$ cat src/hw/rtl/kpsr_pkg.sv
`timescale 1ns / 1ps
// kpsr_pkg: types, codes and constants of the keypad stepper rate controller
// used by the control unit, the top level and the checker

package kpsr_pkg;

  localparam int MAX_DIGITS = 3;

  // item kinds
  typedef enum logic {
    ACT_KEY  = 1'b0,
    ACT_TICK = 1'b1
  } kpsr_action_e;

  // keypad codes, digits are 0 to 9
  typedef enum logic [3:0] {
    KEY_0    = 4'd0,
    KEY_1    = 4'd1,
    KEY_2    = 4'd2,
    KEY_3    = 4'd3,
    KEY_4    = 4'd4,
    KEY_5    = 4'd5,
    KEY_6    = 4'd6,
    KEY_7    = 4'd7,
    KEY_8    = 4'd8,
    KEY_9    = 4'd9,
    KEY_STAR = 4'd10,
    KEY_HASH = 4'd11,
    KEY_A    = 4'd12,
    KEY_B    = 4'd13,
    KEY_C    = 4'd14,
    KEY_D    = 4'd15
  } kpsr_key_e;

  typedef enum logic [1:0] {
    MODE_STOP = 2'd0,
    MODE_CW   = 2'd1,
    MODE_ACW  = 2'd2
  } kpsr_mode_e;

  localparam logic [9:0]  SPEED_CAP    = 10'd300;
  localparam logic [8:0]  SPEED_MIN    = 9'd20;
  localparam logic [10:0] PERIOD_SLOW  = 11'd2000;
  localparam logic [10:0] PERIOD_RESET = 11'd1000;
  localparam logic [9:0]  DECIMAL_BASE = 10'd10;

  // (speed - 20) * 85 / 14 as one multiply by a scaled reciprocal;
  // exact for every speed offset up to 280
  localparam int          RECIP_SHIFT  = 12;
  localparam logic [14:0] RECIP_MULT   = 15'd24869;

  typedef struct packed {
    logic        step_level;
    logic        dir_level;
    logic        drive_on;
    kpsr_mode_e  run_mode;
    logic [8:0]  applied_speed;
    logic [10:0] half_period_us;
    logic [9:0]  pending_value;
    logic [1:0]  pending_digits;
    logic [31:0] steps_taken;
    logic [31:0] last_toggle_us;
  } kpsr_state_t;

  localparam kpsr_state_t STATE_RESET = '{
    step_level:     1'b0,
    dir_level:      1'b1,
    drive_on:       1'b0,
    run_mode:       MODE_STOP,
    applied_speed:  9'd0,
    half_period_us: PERIOD_RESET,
    pending_value:  10'd0,
    pending_digits: 2'd0,
    steps_taken:    32'd0,
    last_toggle_us: 32'd0
  };

  // half period for a speed between 20 and 300
  function automatic logic [10:0] half_period_f(input logic [8:0] speed);
    logic [8:0]  offs;
    logic [23:0] prod;
    offs = speed - SPEED_MIN;
    prod = 24'(offs) * 24'(RECIP_MULT);
    return PERIOD_SLOW - prod[RECIP_SHIFT +: 11];
  endfunction

endpackage

$ cat src/hw/rtl/kpsr_if.sv
`timescale 1ns / 1ps
// kpsr_item_if and kpsr_result_if: valid/ready channels of the controller
// depends on nothing

interface kpsr_item_if;
  logic        valid;
  logic        ready;
  logic        action;
  logic [3:0]  key_code;
  logic [31:0] now_us;

  modport source (output valid, action, key_code, now_us, input ready);
  modport sink   (input valid, action, key_code, now_us, output ready);
endinterface

interface kpsr_result_if;
  logic        valid;
  logic        ready;
  logic        step_level;
  logic        dir_level;
  logic        drive_on;
  logic [1:0]  run_mode;
  logic [8:0]  applied_speed;
  logic [10:0] half_period_us;
  logic [9:0]  pending_value;
  logic [1:0]  pending_digits;
  logic [31:0] steps_taken;

  modport source (output valid, step_level, dir_level, drive_on, run_mode, applied_speed,
                  half_period_us, pending_value, pending_digits, steps_taken,
                  input ready);
  modport sink   (input valid, step_level, dir_level, drive_on, run_mode, applied_speed,
                  half_period_us, pending_value, pending_digits, steps_taken,
                  output ready);
endinterface

$ cat src/hw/rtl/kpsr_ctrl.sv
`timescale 1ns / 1ps
// kpsr_ctrl: controller state and its single-pass update per word
// depends on kpsr_pkg

module kpsr_ctrl #(
  parameter int MaxDigits = kpsr_pkg::MAX_DIGITS
) (
  input  logic                  clk_i,
  input  logic                  rst_ni,
  input  logic                  step_i,
  input  logic                  action_i,
  input  logic [3:0]            key_i,
  input  logic [31:0]           now_i,
  output kpsr_pkg::kpsr_state_t state_o
);

  kpsr_pkg::kpsr_state_t st_q, st_d;

  logic [8:0]  clamped;
  logic [31:0] elapsed;
  logic [13:0] shifted;

  assign clamped = (st_q.pending_value > kpsr_pkg::SPEED_CAP)
                   ? kpsr_pkg::SPEED_CAP[8:0] : st_q.pending_value[8:0];
  assign elapsed = now_i - st_q.last_toggle_us;
  assign shifted = 14'(st_q.pending_value) * 14'(kpsr_pkg::DECIMAL_BASE) + 14'(key_i);

  always_comb begin
    st_d = st_q;
    if (step_i) begin
      if (action_i == kpsr_pkg::ACT_TICK) begin
        if (st_q.drive_on && (elapsed >= 32'(st_q.half_period_us))) begin
          st_d.last_toggle_us = now_i;
          st_d.step_level     = ~st_q.step_level;
          if (!st_q.step_level) begin
            st_d.steps_taken = st_q.steps_taken + 32'd1;
          end
        end
      end else if (key_i <= kpsr_pkg::KEY_9) begin
        // digit ignored once the entry is full
        if (st_q.pending_digits < 2'(MaxDigits)) begin
          st_d.pending_value  = shifted[9:0];
          st_d.pending_digits = st_q.pending_digits + 2'd1;
        end
      end else begin
        case (kpsr_pkg::kpsr_key_e'(key_i))
          kpsr_pkg::KEY_STAR, kpsr_pkg::KEY_HASH: begin
            st_d.dir_level      = (key_i == kpsr_pkg::KEY_STAR);
            st_d.applied_speed  = clamped;
            st_d.pending_value  = '0;
            st_d.pending_digits = '0;
            if (clamped < kpsr_pkg::SPEED_MIN) begin
              st_d.run_mode = kpsr_pkg::MODE_STOP;
              st_d.drive_on = 1'b0;
            end else begin
              st_d.run_mode       = (key_i == kpsr_pkg::KEY_STAR)
                                    ? kpsr_pkg::MODE_CW : kpsr_pkg::MODE_ACW;
              st_d.half_period_us = kpsr_pkg::half_period_f(clamped);
              st_d.drive_on       = 1'b1;
            end
          end
          kpsr_pkg::KEY_A: begin
            st_d.run_mode = kpsr_pkg::MODE_STOP;
            st_d.drive_on = 1'b0;
          end
          kpsr_pkg::KEY_C: begin
            st_d.pending_value  = '0;
            st_d.pending_digits = '0;
            st_d.run_mode       = kpsr_pkg::MODE_STOP;
            st_d.drive_on       = 1'b0;
          end
          default: begin
            // B and D do nothing
          end
        endcase
      end
    end
  end

  always_ff @(posedge clk_i or negedge rst_ni) begin
    if (!rst_ni) begin
      st_q <= kpsr_pkg::STATE_RESET;
    end else begin
      st_q <= st_d;
    end
  end

  assign state_o = st_q;

endmodule

$ cat src/hw/rtl/keypad_stepper_rate_controller_core.sv
`timescale 1ns / 1ps
// keypad_stepper_rate_controller_core: top level of the keypad stepper controller
// depends on kpsr_pkg, kpsr_if (both channels) and kpsr_ctrl
//
// usage
//   in_i carries one word per key press or timer tick: action selects key or
//   tick, key_code is the keypad code, now_us the tick timestamp in microseconds
//   res_o returns exactly one word per accepted input word, showing the step pin,
//   direction, enable, mode, applied speed, half period, pending entry and the
//   step count as they stand after that word
//   path: an accepted word is registered in the input register and then applied to
//   the state register, whose contents are the result
//   throughput: one word per cycle while results are taken; the input register feeds
//   the state update and the state register doubles as the result register, so a new
//   word enters while the previous result is taken
//   stall: while the result is held, the word in the input register waits and
//   in_i.ready drops once that register is occupied; nothing is lost or repeated
//   reset: rst_ni low clears both valid flags and puts the state at stopped,
//   clockwise, half period 1000 us, empty entry and zero steps

module keypad_stepper_rate_controller_core #(
  parameter int MaxDigits = kpsr_pkg::MAX_DIGITS
) (
  input  logic                 clk_i,
  input  logic                 rst_ni,
  kpsr_item_if.sink            in_i,
  kpsr_result_if.source        res_o
);

  // input register
  logic        in_vld_q, in_vld_d;
  logic        action_q;
  logic [3:0]  key_q;
  logic [31:0] now_q;

  // result valid, payload lives in the controller state
  logic        res_vld_q, res_vld_d;

  logic        advance;
  logic        in_take;

  kpsr_pkg::kpsr_state_t state;

  // the input word moves into the state once the result slot is free or emptying
  assign advance  = in_vld_q && (!res_vld_q || res_o.ready);
  assign in_i.ready = !in_vld_q || advance;
  assign in_take  = in_i.valid && in_i.ready;

  always_comb begin
    in_vld_d = in_vld_q;
    if (in_take) begin
      in_vld_d = 1'b1;
    end else if (advance) begin
      in_vld_d = 1'b0;
    end

    res_vld_d = res_vld_q;
    if (advance) begin
      res_vld_d = 1'b1;
    end else if (res_o.ready) begin
      res_vld_d = 1'b0;
    end
  end

  always_ff @(posedge clk_i or negedge rst_ni) begin
    if (!rst_ni) begin
      in_vld_q  <= 1'b0;
      res_vld_q <= 1'b0;
    end else begin
      in_vld_q  <= in_vld_d;
      res_vld_q <= res_vld_d;
    end
  end

  // payload register of the input stage
  always_ff @(posedge clk_i) begin
    if (in_take) begin
      action_q <= in_i.action;
      key_q    <= in_i.key_code;
      now_q    <= in_i.now_us;
    end
  end

  kpsr_ctrl #(
    .MaxDigits (MaxDigits)
  ) u_ctrl (
    .clk_i    (clk_i),
    .rst_ni   (rst_ni),
    .step_i   (advance),
    .action_i (action_q),
    .key_i    (key_q),
    .now_i    (now_q),
    .state_o  (state)
  );

  assign res_o.valid          = res_vld_q;
  assign res_o.step_level     = state.step_level;
  assign res_o.dir_level      = state.dir_level;
  assign res_o.drive_on       = state.drive_on;
  assign res_o.run_mode       = state.run_mode;
  assign res_o.applied_speed  = state.applied_speed;
  assign res_o.half_period_us = state.half_period_us;
  assign res_o.pending_value  = state.pending_value;
  assign res_o.pending_digits = state.pending_digits;
  assign res_o.steps_taken    = state.steps_taken;

endmodule

$ cat src/flat_wrapper.sv
// flat-port wrapper written by rule: the top's interface ports become plain ports
module keypad_stepper_rate_controller_core_flat 
#(
  parameter int MaxDigits = kpsr_pkg::MAX_DIGITS
)
  (clk_i, rst_ni, in_i_valid, in_i_action, in_i_key_code, in_i_now_us, in_i_ready, res_o_valid, res_o_step_level, res_o_dir_level, res_o_drive_on, res_o_run_mode, res_o_applied_speed, res_o_half_period_us, res_o_pending_value, res_o_pending_digits, res_o_steps_taken, res_o_ready);
  kpsr_item_if in_i_i ();
  kpsr_result_if res_o_i ();
  input  logic clk_i;
  input  logic rst_ni;
  input wire logic [$bits(in_i_i.valid)-1:0] in_i_valid;
  input wire logic [$bits(in_i_i.action)-1:0] in_i_action;
  input wire logic [$bits(in_i_i.key_code)-1:0] in_i_key_code;
  input wire logic [$bits(in_i_i.now_us)-1:0] in_i_now_us;
  output wire logic [$bits(in_i_i.ready)-1:0] in_i_ready;
  output wire logic [$bits(res_o_i.valid)-1:0] res_o_valid;
  output wire logic [$bits(res_o_i.step_level)-1:0] res_o_step_level;
  output wire logic [$bits(res_o_i.dir_level)-1:0] res_o_dir_level;
  output wire logic [$bits(res_o_i.drive_on)-1:0] res_o_drive_on;
  output wire logic [$bits(res_o_i.run_mode)-1:0] res_o_run_mode;
  output wire logic [$bits(res_o_i.applied_speed)-1:0] res_o_applied_speed;
  output wire logic [$bits(res_o_i.half_period_us)-1:0] res_o_half_period_us;
  output wire logic [$bits(res_o_i.pending_value)-1:0] res_o_pending_value;
  output wire logic [$bits(res_o_i.pending_digits)-1:0] res_o_pending_digits;
  output wire logic [$bits(res_o_i.steps_taken)-1:0] res_o_steps_taken;
  input wire logic [$bits(res_o_i.ready)-1:0] res_o_ready;
  assign in_i_i.valid = in_i_valid;
  assign in_i_i.action = in_i_action;
  assign in_i_i.key_code = in_i_key_code;
  assign in_i_i.now_us = in_i_now_us;
  assign in_i_ready = in_i_i.ready;
  assign res_o_valid = res_o_i.valid;
  assign res_o_step_level = res_o_i.step_level;
  assign res_o_dir_level = res_o_i.dir_level;
  assign res_o_drive_on = res_o_i.drive_on;
  assign res_o_run_mode = res_o_i.run_mode;
  assign res_o_applied_speed = res_o_i.applied_speed;
  assign res_o_half_period_us = res_o_i.half_period_us;
  assign res_o_pending_value = res_o_i.pending_value;
  assign res_o_pending_digits = res_o_i.pending_digits;
  assign res_o_steps_taken = res_o_i.steps_taken;
  assign res_o_i.ready = res_o_ready;
  keypad_stepper_rate_controller_core #(.MaxDigits(MaxDigits)) u_core (.clk_i(clk_i), .rst_ni(rst_ni), .in_i(in_i_i), .res_o(res_o_i));
endmodule
$ cat config.mk
export PLATFORM = sky130hd
export DESIGN_NAME = keypad_stepper_rate_controller_core_flat
export DESIGN_NICKNAME = d
export VERILOG_FILES = /design/src/hw/rtl/kpsr_pkg.sv /design/src/hw/rtl/kpsr_if.sv /design/src/hw/rtl/kpsr_ctrl.sv /design/src/hw/rtl/keypad_stepper_rate_controller_core.sv /design/src/flat_wrapper.sv
export SDC_FILE = /design/constraint.sdc
export NUM_CORES = 1
export LEC_CHECK = 0
export ABC_AREA = 1
export ABC_CLOCK_PERIOD_IN_PS = 7900
export BUFFER_PORTS_ARGS = -buffer_cell sky130_fd_sc_hd__buf_4
export CAP_MARGIN = 20
export CORE_ASPECT_RATIO = 0.8
export CORE_MARGIN = 2
export CORE_UTILIZATION = 55
export CTS_CLUSTER_DIAMETER = 200
export DETAILED_ROUTE_END_ITERATION = 8
export GPL_ROUTABILITY_DRIVEN = 0
export PLACE_DENSITY_LB_ADDON = 0.25
export SETUP_SLACK_MARGIN = 0.02
export SLEW_MARGIN = 30
export SYNTH_ARGS = -nofsm -noshare
export SYNTH_HDL_FRONTEND = slang
export SYNTH_HIERARCHICAL = 1
export SYNTH_SLANG_ARGS = --single-unit
export TNS_END_PERCENT = 100
$ cat constraint.sdc
create_clock -name clk_i -period 7.9 [get_ports clk_i]
set_clock_uncertainty 0.15 [all_clocks]
set_input_delay 1.58 -clock clk_i [delete_from_list [all_inputs] [get_ports clk_i]]
set_output_delay 1.58 -clock clk_i [all_outputs]
set_load 0.02 [all_outputs]
==> results.toml, run 1 <==
[status]
status = "complete, no violations"

[clocking]
cts.sinks = 140
hold_buffers = 0
clock-root-buffer = "clkbuf_16"
max-clock-path-buffers = 2
post_cts_resized = 0
cts_buffers = 17
worstSkewPairLatency_ns = 0.43
post-cts-setup-buffers = 0
htreeDepth = 4
path_clk_slew_ns = 0.07
cts_tree = "yes"

[die]
dieWidth_um = 164.4
boundaryPins = 112
die_area_sq_um = 21740
row_count = 46
die_h_um = 132.3
start_util_pct = 56.65
core_sq_um = 19970

[synthesis]
synthArstFlopShare_pct = 73.57
yosys_warnings = 6
yosysUniqueCellTypes = 42
synth_cells = 1576
yosysTopAreaCellShare_pct = 21.23
ys.flop_type = "dfrtp_1"
synth_seq_cells = 140
netlist_area_sq_um = 11310
yosysMostFrequentCell = "nand2_1"
ys_seq_area_share_pct = 32.68
synth_area_leader_cell = "dfrtp_1"
synth-edff-count = 37
syn-mean-instance-area_sq_um = 7.179
syn_nets = 1753
synth_area_leaders = "dfrtp_1, nand2_1, ha_1, edfxtp_1, inv_1"
yosys-top-cells-count = "nand2_1, inv_1, ha_1"

[setup_path]
cp_data_arrival_time_ns = 6.66
cp_common_cell = "nand2_1"
required_ns = 8.06
path_max_fanout = 7
cp-end-kind = "register"
r2r_cells = 31
slowest_delay_ns = 0.48
slowest_stage = "fa_1"
cp-start-kind = "register"
critical_path_class = "reg2reg"

[route]
vias = 10420
avgViaCountPerCell = 5.315
met3_length_um = 2251
top_layer = "met4"
dr_wl_met2_um = 12120
wl_met1_um = 13440
drc_errors = 0
wl_um = 28270
wl_per_cell_um = 14.41
detail-route-antenna-nets = 0
drtIter0Drc = 911
first_pass_iters = 6

[timing]
finalSetupTns_ns = 0
setup_violations = 0
tightest_slew_ns = 0.7739
slew_headroom_pct = 47.86
setup_ws_ns = 1.394
rsz0062_at_grt = "false"
finalHoldViolations = 0
finalCritPeriodShare_pct = 82.36
timing.fmax_mhz = 153.7
period_minus_slack_ns = 6.506
slew_viol_final = 0

[hold_path]
hold_depth = 2
hold_class = "reg2reg"

[placed_design]
dp_hpwl_um = 21380
placed_cells = 1929
place_ws_ns = 1.473
port_buffers = 111

[finish]
final_cells = 1961
fill_cells = 1740
nets = 1861
diodes = 0
drive_above_1_share_pct = 9.959
area_delta_synth_final_pct = 14.55

[grt]
grt_pass1_wl_um = 47700
grt_pass1_vias = 9901
antenna_found_initial = 0
grt_overflow = 0
track_usage_pct = 26.89
grt_max_degree = 73

[job]
drv_cap = 0
registers in the layout, indices dropped and copies added, names as in the netlist:
signal                 flops
u_core/in_vld_q            1
u_core/res_o.valid         1
u_core/action_q            1
u_core/key_q               4
u_core/now_q              32
u_core/u_ctrl/state_o    101
metrics by stage:
step                util [%]  hold WS (ns)  instance area, sq um
global placement       61.93        0.3032                 12370
floorplan                  -        0.2919                 11310
CTS                    64.87        0.3248                 12960
detailed placement     61.93        0.3090                 12370
finish                 64.89        0.3194                 12960
global route           64.89        0.3428                 12960
layout by cell type (no fill, tap or decap), types with 3 or more instances in the layout:
master and count:
o22ai_1 3, or2_2 5, dfstp_2 7, nand4_1 45
o21a_1 3, xor2_1 47, nor3_1 28, inv_1 252
nand2_1 527, buf_4 114, edfxtp_1 37, xnor2_1 14
clkbuf_16 17, nor2_1 115, a21oi_1 53, nand3_1 97
nand3_2 3, fa_1 13, a31oi_1 3, inv_6 5
clkinv_4 3, o21bai_1 5, ha_1 123, o21ai_0 39
dfrtp_1 96, nand3b_1 8, nor4_1 7
metal layers:
layer / up-vias / global-route usage (%)
met5: - / 0
met4: 0 / 6.335
met3: 42 / 5.064
met2: 379 / 40.10
met1: 4757 / 40.25
li1: 5244 / -
cells by family (layout without fill, tap and decap cells):
| family | after synthesis | in the layout | share of synthesized area (%) |
|---|---|---|---|
| flip-flops | 140 | 140 | 32.68 |
| XOR/XNOR | 61 | 61 | 4.722 |
| AND/OR/NAND/NOR | 847 | 847 | 31.57 |
| adder cells (fa/ha/maj) | 136 | 136 | 15.90 |
| AO/OA/AOI/OAI | 112 | 112 | 5.364 |
| buffers and inverters | 280 | 401 | 9.754 |
final cells by class:
class,instances,area (sq um),area share [%]
Multi-Input combinational cell,1156,6525,50.35
Sequential cell,140,3697,28.53
Inverter,254,953.4,7.357
Timing Repair Buffer,115,867.1,6.690
Clock buffer,18,429.2,3.311
Tap cell,264,330.3,2.549
Clock inverter,14,157.7,1.216
path summary, 6_finish.rpt:
check                                                           start                                    end  slack [ns]
worst max-delay path            u_core/u_ctrl/state_o[72]$_DFFE_PN0P_  u_core/u_ctrl/state_o[86]$_DFFE_PN0P_        1.39
worst min-delay path            u_core/u_ctrl/state_o[20]$_DFFE_PN0P_  u_core/u_ctrl/state_o[20]$_DFFE_PN0P_        0.32
worst max register to register  u_core/u_ctrl/state_o[72]$_DFFE_PN0P_  u_core/u_ctrl/state_o[86]$_DFFE_PN0P_        1.39
worst min register to register  u_core/u_ctrl/state_o[20]$_DFFE_PN0P_  u_core/u_ctrl/state_o[20]$_DFFE_PN0P_        0.32
max in group asynchronous                                      rst_ni  u_core/u_ctrl/state_o[32]$_DFFE_PN0P_        5.60
min in group asynchronous                                      rst_ni  u_core/u_ctrl/state_o[77]$_DFFE_PN0P_        0.95
critical path: cells and delay by family, from the launching register on:
family | cells | cell delay (ns)
fa+ha+maj | 6 | 2.06
xor+xnor | 2 | 0.72
buf+inv | 4 | 0.34
flops | 1 | 0.42
simple gates | 18 | 2.45
compound gates | 1 | 0.24
Power of run 1 is not shown: default switching activity piles up to over one toggle a cycle in this logic, so the estimate is an artifact.
==> run 2: changes to the inputs <==
Settings changed: ABC_CLOCK_PERIOD_IN_PS 7900 to 5700.
Clock period 7.9 ns to 5.7 ns, I/O delays scaled along.
==> results.toml, run 2 (synthesized netlist as in run 1, its figures left out) <==
[status]
status = "complete, no violations"

[setup_path]
slowest_stage = "fa_1"
critPathBufInv = 7
path_max_fanout = 7
cp-end-kind = "register"
slowest_delay_ns = 0.53
required_ns = 5.86
cp_data_arrival_time_ns = 5.68
cp-start-kind = "register"
path_delay_family = "adder cells"
critical_path_class = "reg2reg"

[route]
vias = 10620
wl_per_cell_um = 14.76
avgViaCountPerCell = 5.352
first_pass_iters = 5
drc_errors = 0
wl_um = 29290
drtIter0Drc = 1016
detail-route-antenna-nets = 0

[grt]
grt_pass1_wl_um = 47910
track_usage_pct = 27.19
grt_pass1_vias = 10060
grt_overflow = 0
grt_max_degree = 71
antenna_found_initial = 0

[die]
boundaryPins = 112
dieWidth_um = 164.4
start_util_pct = 56.65
core_sq_um = 19970
die_area_sq_um = 21740
row_count = 46
die_h_um = 132.3

[finish]
largest_reg_flops = 101
nets = 1884
area_delta_synth_final_pct = 18.07
ff_latch_area_sq_um = 3697
drive_above_1_share_pct = 13.72
final_common_cell = "nand2_1"
fill_cells = 1737
multi_input_comb_area_sq_um = 6765
most-common-layout-cells = "nand2_1, inv_1, buf_4"
diodes = 0

[timing]
rsz0062_at_grt = "true"
finalCritPeriodShare_pct = 96.88
finalHoldViolations = 0
hold_slack_ns = 0.3212
slew_headroom_pct = 45.40
finalSetupTns_ns = 0
setup_violations = 0
tightest_slew_ns = 0.8171
timing.fmax_mhz = 181.1
period_minus_slack_ns = 5.522
slew_viol_final = 0

[clocking]
htreeDepth = 4
path_clk_slew_ns = 0.07
worstSkewPairLatency_ns = 0.44
clock-root-buffer = "clkbuf_16"
cts_buffers = 17
max-clock-path-buffers = 2
cts.sinks = 140
cts_tree = "yes"

[placed_design]
dp_hpwl_um = 21410
port_buffers = 111

[hold_path]
hold_class = "reg2reg"

[job]
drv_cap = 0
==> run 2: tightest hold or removal path, cell delays in order (launching register included) <==
cell     delay [ns]
dfrtp_1        0.35
nand2_1        0.05
nand2_1        0.04
==> run 2: stage by stage <==
step / util (%) / cells / area (sq um) / setup slack, ns
finish: 66.88 / 1984 / 13360 / 0.1777
global route: 66.88 / 1984 / 13360 / -0.08699
CTS: 65.46 / 1976 / 13070 / 0.06594
detailed placement: 62.57 / 1944 / 12500 / -0.1869
global placement: 62.57 / 1944 / 12500 / 0.1336
floorplan: - / 1576 / 11320 / 0.04322
==> run 2: routing by layer <==
layer | up-vias | GRT usage [%] | part of all wire, %
li1 | 5297 | - | -
met1 | 4926 | 39.03 | 47
met2 | 346 | 41.45 | 44
met3 | 50 | 5.411 | 6.7
met4 | 0 | 8.236 | 1.9
met5 | - | 0 | 0
==> run 2: repair_timing <==
| item | 4_1_cts | 5_1_grt |
|---|---|---|
| endpoints found under the setup margin | 5 | 10 |
| buffers inserted | 0 | 8 |
| hold buffers | 0 | 0 |
| gates resized for setup | 7 | 54 |
| hold endpoints to repair | 0 | 0 |
| pin swaps | 1 | 24 |
==> run 2: final cells by class <==
class / count / share of cell area, %
clock buffer: 17 / 3.185
clock inverter: 15 / 0.9648
inverter: 254 / 7.175
sequential: 140 / 27.68
multi-input combinational: 1156 / 50.65
timing repair buffer: 138 / 7.877
tap: 264 / 2.473
==> run 2: path summary, 6_finish.rpt <==
check / startpoint / endpoint / slack [ns] / cells past startpoint
worst max register to register: u_core/u_ctrl/state_o[72]$_DFFE_PN0P_ / u_core/u_ctrl/state_o[86]$_DFFE_PN0P_ / 0.18 / 36
max in group asynchronous: rst_ni / u_core/u_ctrl/state_o[66]$_DFFE_PN0P_ / 3.86 / 2
worst min register to register: u_core/u_ctrl/state_o[17]$_DFFE_PN0P_ / u_core/u_ctrl/state_o[17]$_DFFE_PN0P_ / 0.32 / 2
worst min-delay path: u_core/u_ctrl/state_o[17]$_DFFE_PN0P_ / u_core/u_ctrl/state_o[17]$_DFFE_PN0P_ / 0.32 / 2
min in group asynchronous: rst_ni / u_core/u_ctrl/state_o[77]$_DFFE_PN0P_ / 0.59 / 1
worst max-delay path: u_core/u_ctrl/state_o[72]$_DFFE_PN0P_ / u_core/u_ctrl/state_o[86]$_DFFE_PN0P_ / 0.18 / 36
Power of run 2 is left out for the same reason.
==> run 3: changes to the inputs <==
Settings changed: CORE_ASPECT_RATIO 0.8 to not set.
==> results.toml, run 3 (synthesized netlist as in run 1, its figures left out) <==
[timing]
finalCritPeriodShare_pct = 94.43
timing.fmax_mhz = 185.8
period_minus_slack_ns = 5.382
finalHoldViolations = 0
tightest_slew_ns = 0.9915
slew_headroom_pct = 33.49
setup_violations = 0
slew_viol_final = 0

[grt]
grt_pass1_wl_um = 46530
antenna_found_initial = 0
grt_pass1_vias = 9715
grt_overflow = 0
grt_max_degree = 66
track_usage_pct = 26.04

[die]
die_area_sq_um = 21730
boundaryPins = 112
dieWidth_um = 147.4
die_h_um = 147.4
start_util_pct = 55.91
core_sq_um = 20230
row_count = 52

[setup_path]
slowest_stage = "fa_1"
r2r_cells = 33
cp_data_arrival_time_ns = 5.60
required_ns = 5.92
slowest_delay_ns = 0.52
cp-start-kind = "register"
rr_startpoint = "u_core/u_ctrl/state_o[73]$_DFFE_PN0P_"
cp-end-kind = "register"
rr_endpoint = "u_core/u_ctrl/state_o[85]$_DFFE_PN1P_"
critical_path_class = "reg2reg"
r2r_setup_slack_ns = 0.32
path_max_fanout = 7
cp_common_cell = "nand2_1"

[route]
drc_errors = 0
avgViaCountPerCell = 5.295
drtIter0Drc = 713
wl_per_cell_um = 14.22
detail-route-antenna-nets = 0
first_pass_iters = 6
vias = 10520
wl_um = 28250

[placed_design]
port_buffers = 111
dp_hpwl_um = 20830
placed_area_sq_um = 12470

[hold_path]
holdCritStartpoint = "u_core/u_ctrl/state_o[7]$_DFFE_PN0P_"
hold_depth = 2
hold_class = "reg2reg"
min_to = "u_core/u_ctrl/state_o[7]$_DFFE_PN0P_"

[status]
status = "complete, no violations"

[finish]
finalInstanceArea_sq_um = 13270
nets = 1880
drive_above_1_share_pct = 13.00
final_common_cell = "nand2_1"
fill_cells = 1771
most-common-layout-cells = "nand2_1, inv_1, buf_4"
diodes = 0
largest_reg_flops = 101
area_delta_synth_final_pct = 17.25

[clocking]
path_clk_slew_ns = 0.07
worstSkewPairLatency_ns = 0.43
cts_tree = "yes"
cts_buffers = 17
cts.sinks = 140
htreeDepth = 4
clock-root-buffer = "clkbuf_16"
hold_buffers = 0
max-clock-path-buffers = 2

[job]
drv_cap = 0
-- run 3: changes by cell type in the layout (fill, tap and decap cells not counted), moves of 2 or more --
| cell | change |
|---|---|
| nand2_1 | +5 |
| nand3_2 | -2 |
| nor2_4 | -4 |
| buf_4 | -2 |
| nor2_2 | +3 |
| xor2_1 | -2 |
| ha_1 | +2 |
| inv_2 | -2 |
| nand2_2 | -4 |
| clkinv_4 | +2 |
| xor2_2 | +2 |
| nand3_1 | +2 |
| ha_4 | -2 |
-- run 3: final cells by class --
class / instances / area (sq um) / area share [%]
clock buffer: 18 / 439.2 / 3.311
clock inverter: 14 / 123.9 / 0.9338
inverter: 254 / 955.9 / 7.206
multi-input combinational: 1156 / 6705 / 50.55
sequential: 140 / 3697 / 27.87
tap: 270 / 337.8 / 2.547
timing repair buffer: 134 / 1006 / 7.583
-- run 3: how the worst max path moves through the flow --
stage                                     startpoint                               endpoint  depth (start not counted)
6_report       u_core/u_ctrl/state_o[73]$_DFFE_PN0P_  u_core/u_ctrl/state_o[85]$_DFFE_PN1P_                         33
5_1_grt        u_core/u_ctrl/state_o[73]$_DFFE_PN0P_  u_core/u_ctrl/state_o[82]$_DFFE_PN1P_                         38
4_1_cts        u_core/u_ctrl/state_o[72]$_DFFE_PN0P_  u_core/u_ctrl/state_o[82]$_DFFE_PN1P_                         35
3_5_place_dp   u_core/u_ctrl/state_o[72]$_DFFE_PN0P_  u_core/u_ctrl/state_o[82]$_DFFE_PN1P_                         35
3_3_place_gp   u_core/u_ctrl/state_o[74]$_DFFE_PN0P_  u_core/u_ctrl/state_o[86]$_DFFE_PN0P_                         35
2_1_floorplan  u_core/u_ctrl/state_o[68]$_DFFE_PN0P_  u_core/u_ctrl/state_o[86]$_DFFE_PN0P_                         31
-- run 3: repair_timing --
action,in CTS,in global routing
endpoints found under the setup margin,3,10
pin swaps,2,11
hold endpoints to repair,0,0
setup buffers,0,7
gates resized for setup,3,42
-- run 3: through the flow --
stage                     hold WS (ns)  setup TNS [ns]  util [%]  cells  setup WS (ns)
final                           0.3202               0     65.56   1986         0.3177
after global routing            0.3356         -0.4225     65.56   1986       -0.09122
after CTS                       0.3235               0     64.43   1979        0.02775
after detailed placement        0.3081        -0.08132     61.63   1947       -0.05787
after global placement          0.3029               0     61.63   1947         0.1620
after floorplan                 0.2919               0         -   1576        0.04322
-- run 3: metal layers --
| layer | routed length (um) | vias to the layer above | track usage (%) | part of all wire [%] |
|---|---|---|---|---|
| li1 | - | 5300 | - | - |
| met1 | 12990 | 4895 | 35.78 | 46 |
| met2 | 13310 | 293 | 42.97 | 47 |
| met3 | 1681 | 28 | 5.185 | 6.0 |
| met4 | 272 | 0 | 5.721 | 0.96 |
| met5 | 0 | - | 0 | 0 |
-- run 3: critical path: cells and delay by family, from the launching register on --
kind,cells,cell delay [ns]
DFF,1,0.41
buffers and inverters,4,0.25
adders and majority gates,6,1.86
and+or+nand+nor,21,2.28
xor gates and xnor gates,2,0.35
Power of run 3 is left out for the same reason.
